===== src/sv/assert_macros.svh =====
// Assertion macros shared by the allocator RTL.
`ifndef ASSERT_MACROS_SVH
`define ASSERT_MACROS_SVH

// Checks that post holds in the same cycle as pre.
`define ASSERT_SAME(lbl, clk, rstn, pre, post) \
    lbl: assert property (@(posedge clk) disable iff (!rstn) (pre) |-> (post)) \
        else $error("assertion failed");

// Checks that post holds in the cycle after pre.
`define ASSERT_NEXT(lbl, clk, rstn, pre, post) \
    lbl: assert property (@(posedge clk) disable iff (!rstn) (pre) |=> (post)) \
        else $error("assertion failed");

`endif


===== src/sv/bpfa_pkg.sv =====
// Types and constants shared by the page frame allocator modules.
package bpfa_pkg;

    localparam int WBITS = 8;
    localparam int WSH = 3;

    localparam int FUNC_W = 2;
    localparam int COUNT_W = 15;
    localparam int ADDR_W = 32;
    localparam int STATUS_W = 2;
    localparam int BASE_W = 26;

    localparam logic [FUNC_W-1:0] FUNC_ONE = 2'd0;
    localparam logic [FUNC_W-1:0] FUNC_RUN = 2'd1;
    localparam logic [FUNC_W-1:0] FUNC_FREE = 2'd2;

    localparam logic [STATUS_W-1:0] ST_OK = 2'd0;
    localparam logic [STATUS_W-1:0] ST_NOFIT = 2'd1;
    localparam logic [STATUS_W-1:0] ST_ZERO = 2'd2;

    typedef enum logic [2:0] {
        S_INIT,
        S_IDLE,
        S_SCAN,
        S_RRD,
        S_RWR
    } t_state;

    typedef struct packed {
        logic                init_step;
        logic                scan_load;
        logic                scan_one;
        logic                scan_step;
        logic                rng_load;
        logic                rng_free;
        logic                rng_read;
        logic                rng_write;
        logic                rng_skip;
        logic                reply;
        logic                reply_base;
        logic [STATUS_W-1:0] status;
    } t_cmd;

    typedef struct packed {
        logic init_last;
        logic scan_done;
        logic scan_found;
        logic rng_out;
        logic rng_skip_last;
        logic rng_last;
        logic rng_alloc;
    } t_sts;

endpackage


===== src/sv/bpfa_ctrl.sv =====
// Controller state machine of the page frame allocator.
module bpfa_ctrl (
    input  logic                          i_clk,
    input  logic                          i_rst_n,
    input  logic                          i_start,
    input  logic [bpfa_pkg::FUNC_W-1:0]   i_func,
    input  logic [bpfa_pkg::COUNT_W-1:0]  i_count,
    input  bpfa_pkg::t_sts                i_sts,
    output bpfa_pkg::t_cmd                o_cmd,
    output logic                          o_busy
);
    import bpfa_pkg::*;

    t_state r_state;
    t_state n_state;
    logic   count_zero;

    assign count_zero = (i_count == '0);

    // State register.
    always_ff @(posedge i_clk) begin
        if (!i_rst_n) begin
            r_state <= S_INIT;
        end else begin
            r_state <= n_state;
        end
    end

    // Next state and commands to the datapath.
    always_comb begin
        n_state = r_state;
        o_cmd = '0;
        o_busy = 1'b1;
        case (r_state)
            S_INIT: begin
                o_cmd.init_step = 1'b1;
                if (i_sts.init_last) begin
                    n_state = S_IDLE;
                end
            end
            S_IDLE: begin
                o_busy = 1'b0;
                if (i_start) begin
                    case (i_func)
                        FUNC_ONE: begin
                            o_cmd.scan_load = 1'b1;
                            o_cmd.scan_one = 1'b1;
                            n_state = S_SCAN;
                        end
                        FUNC_RUN: begin
                            if (count_zero) begin
                                o_cmd.reply = 1'b1;
                                o_cmd.status = ST_ZERO;
                            end else begin
                                o_cmd.scan_load = 1'b1;
                                n_state = S_SCAN;
                            end
                        end
                        FUNC_FREE: begin
                            if (count_zero) begin
                                o_cmd.reply = 1'b1;
                                o_cmd.status = ST_OK;
                            end else begin
                                o_cmd.rng_load = 1'b1;
                                o_cmd.rng_free = 1'b1;
                                n_state = S_RRD;
                            end
                        end
                        default: begin
                            o_cmd.reply = 1'b1;
                            o_cmd.status = ST_OK;
                        end
                    endcase
                end
            end
            S_SCAN: begin
                o_cmd.scan_step = 1'b1;
                if (i_sts.scan_done) begin
                    if (i_sts.scan_found) begin
                        o_cmd.rng_load = 1'b1;
                        n_state = S_RRD;
                    end else begin
                        o_cmd.reply = 1'b1;
                        o_cmd.status = ST_NOFIT;
                        n_state = S_IDLE;
                    end
                end
            end
            S_RRD: begin
                if (i_sts.rng_out) begin
                    o_cmd.rng_skip = 1'b1;
                    if (i_sts.rng_skip_last) begin
                        o_cmd.reply = 1'b1;
                        o_cmd.reply_base = i_sts.rng_alloc;
                        o_cmd.status = ST_OK;
                        n_state = S_IDLE;
                    end
                end else begin
                    o_cmd.rng_read = 1'b1;
                    n_state = S_RWR;
                end
            end
            S_RWR: begin
                o_cmd.rng_write = 1'b1;
                if (i_sts.rng_last) begin
                    o_cmd.reply = 1'b1;
                    o_cmd.reply_base = i_sts.rng_alloc;
                    o_cmd.status = ST_OK;
                    n_state = S_IDLE;
                end else begin
                    n_state = S_RRD;
                end
            end
            default: begin
                n_state = S_IDLE;
            end
        endcase
    end

endmodule


===== config.mk =====
export PLATFORM = sky130hd
export DESIGN_NAME = bpfa_ctrl
export DESIGN_NICKNAME = d
export VERILOG_FILES = /design/src/sv/assert_macros.svh /design/src/sv/bpfa_pkg.sv /design/src/sv/bpfa_ctrl.sv
export SDC_FILE = /design/constraint.sdc
export NUM_CORES = 1
export LEC_CHECK = 0
export ABC_AREA = 1
export BUFFER_PORTS_ARGS = -buffer_cell sky130_fd_sc_hd__buf_2
export CORE_AREA = 2 2 39 41
export DETAILED_ROUTE_END_ITERATION = 8
export DIE_AREA = 0 0 41 43
export PLACE_DENSITY = 0.75
export SLEW_MARGIN = 20
export SYNTH_ARGS = -nofsm -noshare
export SYNTH_HDL_FRONTEND = slang
export SYNTH_SLANG_ARGS = --single-unit
export TNS_END_PERCENT = 30

===== constraint.sdc =====
create_clock -name i_clk -period 3.95 [get_ports i_clk]
set_clock_uncertainty 0.2 [all_clocks]
set_input_delay 0.5925 -clock i_clk [delete_from_list [all_inputs] [get_ports i_clk]]
set_output_delay 0.5925 -clock i_clk [all_outputs]
set_load 0.02 [all_outputs]

[Yosys cells after proc, flatten, opt, wreduce, memory -nomap -nowiden]
Cells that the tools add are included.
Cells by class
  eq/ne operators: 13
  reductions and logical operators: 5
  mux-type cells: 46
Operators with widths (number)
  3-bit two-way mux: 7
  2-bit two-way mux: 10
  1-bit two-way mux: 18
  15-bit zero test: 1
  3-bit case mux with 5 select lines: 1
  3-bit != test, second input constant: 3
  3-bit case mux with 3 select lines: 1
  4-bit two-way mux: 2
  1-bit case mux with 2 select lines: 4
  2-bit case mux with 4 select lines: 1
  7-bit AND reduction: 1
  3-bit by 2-bit == test with 1-bit output, second input constant: 2
  2-bit != test, second input constant: 3
  5-bit two-way mux: 1
  4-bit by 1-bit != test with 1-bit output, second input constant: 1
  1-bit case mux with 4 select lines: 1
  3-bit by 1-bit == test with 1-bit output, second input constant: 1
  3-bit == test, second input constant: 1
  3-bit zero test: 1
  2-bit by 1-bit == test with 1-bit output, second input constant: 1
  2-bit == test, second input constant: 1
  2-bit zero test: 1
  2-bit OR reduction: 1
Word-level totals
  input port bits: 27
  logic and storage cells: 65
  output and inout port bits: 14
  bits in registers: 3

[Logic depth before layout (Yosys ltp)]
Gate-level depths: netlist of run 1.
  depth in word-level cells: 5
  mapped depth: 10
  gate-level depth less buffers: 10

[Worst setup path before layout of run 1]
Ideal clock, no wire load.
  path kind: register -> output
  start: register r_state[1]
  end: output o_cmd[3] (netlist bit)
  data required time: 3.157 ns
  setup slack: 1.597 ns
  stages on the path, launching flop included: 7
  path buffers: 0
  arrival time: 1.561 ns
  cell sequence: dfxtp_1 inv_2 nor3_2 nand2_1 nor2_1 nor2_1 o21ai_1
RTL lines
  start, declared: RTL line bpfa_ctrl.sv:14  | t_state r_state;
  start signal, assigned: RTL line bpfa_ctrl.sv:25  | r_state <= n_state;
  end, declared: RTL line bpfa_ctrl.sv:9  | output bpfa_pkg::t_cmd o_cmd,

==> out/metrics.cfg, run 1 <==
[clock_tree]
cts_sinks=3
cts_buffers=3
clk_path_buf_depth=2
cts.clk_slew.worst_paths_ns=0.03
post_cts_resized=0
clk_latency_ns=0.24
cts_hold_buffers=0
htree_num_levels=1
post_cts_buffers=0
clockRootBuffer=clkbuf_4
cts_tree=built

[routing]
wl_met3_um=111
routed_via_density=4.65
drt_wl_total_mm=1.28
drt-met1-wl_um=498
drc=0
via_count=669
drt_first_pass_iters=4
top_layer_used=met4
drt_iter0_markers=2
met2_length_um=648
wl_per_cell_um=8.89
ant_nets=0

[sta]
final-max-slew-violation-count=0
fin_hold_ws_ns=0.372
worst_slew_pin_slew_ns=0.238
fin_setup_tns_ns=0
hold_violations=0
rsz0062_at_grt=false
slew_headroom_pct=84.0
min_period_over_period_pct=59.0
period_needed_ns=2.33
setup_viol=0
fmax_mhz=429
worst_slack_ns=1.62

[power]
power.internal_mw=0.152
seq_power_share_pct=18.3
combPwrFrac_pct=63.6
p_switching_mw=0.162
powerDensity_mw_per_mm2=440
total_power_mw=0.314
switching_share_pct=51.6
leakagePower_nw=0.427
ir_drop_v=0.000161
pwr-share-clk_pct=18.1

[die]
io_pins=41
core_area_sq_mm=0.00138
die_h_um=43
start_util_pct=33.7
die_w_um=41
rows=14
die_area_sq_mm=0.00176

[finish]
fin_cells=144
final_cell_area_sq_um=713
antenna_cells=0
nets=159
top_regs=r_state (3)
largest_reg_flops=3
syn2layout_area_growth_pct=52.8
drive_gt1_share_pct=43.8
largest_register=r_state
fin_util_pct=51.5
nFillCells=150

[placement]
place.detailed.hpwl_mm=1.11
port_buffers=40
dp_slack_ns=1.60
dp_cells=140
gp_congestion=0.784
dpl_cell_area_sq_um=687

[synth]
yosysWarnings=0
synth-compound-area-share_pct=12.3
synthMuxAreaShare_pct=0
synth_seq_cells=3
synth-xor-area-share_pct=0
synth_cell_types=20
synthAdderAreaFrac_pct=8.04
syn_nets=114
syn_inst=84
synth_top_area_cell=nor2_1
yosys.area.top_type_share_pct=15.3
synth_top_family_by_area=simple AND/OR/NAND/NOR gates
synth_area_leaders=nor2_1 15%, nand2_1 14%, dfxtp_1 13%
synth-simple-area-share_pct=53.9
synth_area_per_cell_sq_um=5.56
ys_seq_area_share_pct=12.9
syn_area_sq_um=467

[outcome]
run_status=finished clean

[grt]
overflow=0
antenna_found_initial=0
grt_usage_pct=15.9
grt_pass1_vias=539
grt_start_max_net_pins=7
grt_pass1_wl_mm=1.87

[worst_setup_path]
slowest_delay_ns=0.17
crit_path_frequent_cell=nand2_1
start_kind=input port
crit_required_ns=3.16
crit_chain=buf_2, nor2_1, nand2_1, nor2_1, nand2_1, nand2_1, o21ai_0, o21ai_1, buf_2
r2r_slack_ns=2.51
cp_max_fo=4
cp.arrival_ns=1.54
crit_type=in -> out
cp_slowest_cell=buf_2
end_kind=output pin

[min_path]
hold_class=in -> reg

[run]
max_cap_violations=0

[power by group through the flow]
stage / clock (mW) / sequential [mW] / combinational (mW)
6_report: 0.0569 / 0.0574 / 0.200
5_1_grt: 0.0633 / 0.0596 / 0.222
4_1_cts: 0.0593 / 0.0573 / 0.201
3_5_place_dp: 0 / 0.0575 / 0.200
3_3_place_gp: 0 / 0.0576 / 0.196
2_1_floorplan: 0 / 0.0545 / 0.145
[synthesized netlist by cell type]
master / count
nand3_1: 4
nor3_2: 1
nor2_1: 19
a31o_1: 1
and2_1: 1
nand3b_1: 1
nand3_2: 3
inv_2: 4
o21ai_0: 2
nor3b_1: 1
inv_1: 12
o211ai_1: 2
nor2_2: 4
ha_1: 3
o21ai_1: 2
nand2_1: 17
dfxtp_1: 3
nor3_1: 2
a21oi_1: 1
a21oi_2: 1
[layer usage]
layer  track usage [%]  vias to the layer above
met5                 0                        -
met3              3.66                        2
li1                  -                      351
met2              30.0                       29
met4              12.0                        0
met1              12.1                      287
[cell families (layout without fill, tap and decap cells)]
kind of cell	after synthesis	after routing
and+or+nand+nor	53	53
buffers and inverters	16	60
AOI/OAI and AO/OA	9	9
adders and majority gates	3	3
DFF	3	3
[final timing paths]
| check | startpoint | end | depth (start not counted) |
|---|---|---|---|
| worst max-delay path | i_count[5] | o_cmd[3] | 9 |
| worst min-delay path | i_sts[3] | r_state[2]$_SDFFE_PN0P_ | 2 |
| worst max register to register | r_state[1]$_SDFFE_PN0P_ | r_state[1]$_SDFFE_PN0P_ | 8 |
| worst min register to register | r_state[1]$_SDFFE_PN0P_ | r_state[2]$_SDFFE_PN0P_ | 2 |
[critical path: cells and delay by family]
kind                   cells  cell delay [ns]
AND/OR/NAND/NOR            5             0.49
buffers and inverters      2             0.26
AO/OA/AOI/OAI              2             0.19
[area by class of cell]
type	count	area (sq um)	area share [%]
timing repair buffer	40	200	28.1
multi-input combinational	65	347	48.6
inverter	16	60.1	8.42
clock buffer	4	26.3	3.68
sequential	3	60.1	8.42
tap	16	20.0	2.81
[cell usage in the layout, fill, tap and decap left out, drive strengths merged, types with 2 or more instances in the layout]
master	n
buf	40
nor2	23
nand2	17
inv	16
nand3	7
clkbuf	4
o21ai	4
ha	3
dfxtp	3
nor3	3
o211ai	2
a21oi	2
Power figures use the tool's default switching activity.
==> inputs of run 2 (changes only) <==
Settings changed: CORE_AREA 2 2 39 41 to 2 2 42 44, DIE_AREA 0 0 41 43 to 0 0 44 46, PLACE_DENSITY 0.75 to 0.69.
Clock period 3.95 ns to 1.9 ns, I/O delays scaled along.
==> run 2 against run 1 <==
Worst setup slack got worse by 1.6 ns. Sequential cell count unchanged. Critical path depth fell by 3. Critical endpoint is now o_cmd[1]. Register-to-register slack worse by 2.0 ns. Largest cell class unchanged. Worst hold slack got worse by 0.30 ns. Sequential share of layout area increased by 0.68 points. Combinational power up 130%. Non-clock buffer count is 2 higher. Critical path type is now reg -> out.
==> out/metrics.cfg, run 2 (same netlist as run 1, synthesis figures left out) <==
[sta]
fmax_mhz=541
fin_setup_tns_ns=0  ; unchanged
final-max-slew-violation-count=0  ; unchanged
min_period_over_period_pct=97.3
setup_viol=0  ; unchanged
worst_slew_pin_slew_ns=0.182  ; -0.0564 ns
period_needed_ns=1.85
rsz0062_at_grt=true
hold_violations=0  ; unchanged
slew_headroom_pct=87.8  ; +3.8 points

[routing]
routed_via_density=4.71  ; +1.5%
drt_first_pass_iters=4  ; unchanged
drt_wl_total_mm=1.29  ; +0.86%
wl_per_cell_um=8.78  ; -1.2%
via_count=693  ; +3.6%
drt_iter0_markers=13  ; +11
ant_nets=0  ; unchanged
drc=0  ; unchanged

[clock_tree]
htree_num_levels=1  ; unchanged
clk_latency_ns=0.23  ; about the same
cts_sinks=3  ; unchanged
cts_tree=built
cts.clk_slew.worst_paths_ns=0.04  ; about the same
clk_path_buf_depth=2  ; unchanged
clockRootBuffer=clkbuf_4
cts_buffers=3  ; unchanged

[finish]
antenna_cells=0  ; unchanged
largest_reg_flops=3  ; unchanged
top_regs=r_state (3)
multi_input_area_sq_um=382  ; +10%
fin_cells=147  ; +2.1%
largest_register=r_state
syn2layout_area_growth_pct=67.8
drive_gt1_share_pct=50.0  ; +6.3 points
nets=161  ; +1.3%
final_common_cell=buf_2
nFillCells=172  ; +15%
final_cell_mix=39 x buf_2, 17 x nand2_1, 17 x nor2_1, 11 x inv_1, 5 x nor2_2
regArea_sq_um=71.3  ; +19%

[worst_setup_path]
crit_chain=inv_4, nand3_4, nor2_4, inv_2, nor3_1, buf_2
cp_num_buf_inv=3  ; +1
end_kind=output pin
critPathTopFamily=simple AND/OR/NAND/NOR gates
crit_start=r_state[1]$_SDFFE_PN0P_
cp_max_fo=6  ; +2
slowest_delay_ns=0.37  ; +0.20 ns
cp_slowest_cell=dfxtp_4
start_kind=flip-flop
cp.arrival_ns=1.36  ; -0.18 ns
crit_type=reg -> out
r2r_slack_ns=0.49  ; -2.02 ns
crit_required_ns=1.41  ; -1.75 ns
r2r_start=r_state[2]$_SDFFE_PN0P_

[power]
total_power_mw=0.728  ; +130%
ir_drop_v=0.000304  ; +89%
powerDensity_mw_per_mm2=930  ; +110%
leakagePower_nw=0.442  ; +3.4%

[grt]
antenna_found_initial=0  ; unchanged
grt_pass1_vias=570  ; +5.8%
grt_start_max_net_pins=7  ; unchanged
grt_pass1_wl_mm=1.96  ; +4.8%
grt_usage_pct=13.0  ; -2.9 points
overflow=0  ; unchanged

[placement]
place.detailed.hpwl_mm=1.11  ; +0.24%
gp_congestion=0.810  ; +3.3%
dp_cells=141  ; +0.71%
port_buffers=40  ; unchanged

[outcome]
run_status=finished clean

[die]
rows=15  ; +1
die_w_um=44  ; +7.3%
die_area_sq_mm=0.00202  ; +15%
io_pins=41  ; unchanged
start_util_pct=28.9  ; -4.8 points
core_area_sq_mm=0.00161  ; +17%
die_h_um=46  ; +7.0%

[run]
max_cap_violations=0  ; unchanged

[min_path]
hold_start=i_sts[3]
hold_class=in -> reg

[run 2: cell types whose count changed in the layout (fill, tap and decap cells not counted), moves of 2 or more]
cell | before | now
dfxtp_4 | 0 | 3
nor2_1 | 19 | 17
inv_4 | 0 | 2
nand3_2 | 3 | 1
dfxtp_1 | 3 | 0
buf_4 | 0 | 3
nand3_4 | 0 | 2
[run 2: per-layer routing]
| metal | share of wire, % | track usage (%) | up-vias |
|---|---|---|---|
| met5 | 0 | 0 | - |
| met4 | 1.1 | 7.27 | 0 |
| met3 | 7.7 | 2.78 | 2 |
| met2 | 55 | 26.2 | 30 |
| met1 | 36 | 11.9 | 305 |
| li1 | - | - | 356 |
[run 2: cell type report]
type / count / area share [%]
Timing Repair Buffer: 42 / 27.8
Tap cell: 17 / 2.72
Clock buffer: 4 / 3.35
Sequential cell: 3 / 9.11
Inverter: 16 / 8.31
Multi-Input combinational cell: 65 / 48.7
[run 2: what timing repair did]
action | 4_1_cts | 5_1_grt
setup buffers | 0 | 2
resized for setup | 5 | 10
pin swaps | 0 | 1
hold buffers | 0 | 0
setup endpoints to repair | 5 | 4
gates cloned | 0 | 0
[run 2: path summary, 6_finish.rpt]
kind                        endpoint  depth (start not counted)
max                         o_cmd[1]                          6
max reg2reg  r_state[1]$_SDFFE_PN0P_                          8
min reg2reg  r_state[2]$_SDFFE_PN0P_                          2
min          r_state[2]$_SDFFE_PN0P_                          2
[run 2: worst reg2reg max path, cell delays in order (launching register included)]
cell and delay (ns):
dfxtp_4 0.37, inv_4 0.05, buf_4 0.12, nand3_1 0.09, nand2_1 0.07, nor2_2 0.11, nand3_2 0.10, nor2_1 0.13
nor2_2 0.05
[run 2: through the flow]
step / instance area (sq um) / worst slack [ns] / hold slack [ns] / utilization (%)
4_1_cts: 736 / 0.00931 / 0.0601 / 45.6
3_5_place_dp: 697 / 0.161 / 0.301 / 43.2
6_report: 783 / 0.0507 / 0.0741 / 48.5
5_1_grt: 783 / -0.0449 / 0.0928 / 48.5
2_1_floorplan: 475 / 0.0316 / 0.161 / -
3_3_place_gp: 697 / 0.207 / 0.295 / 43.2
[run 2: report_power, final]
part / total, mW / switching, mW / internal [mW]
sequential: 0.149 / 0.0537 / 0.0957
combinational: 0.466 / 0.280 / 0.186
clock: 0.113 / 0.0338 / 0.0787
total: 0.728 / 0.368 / 0.360
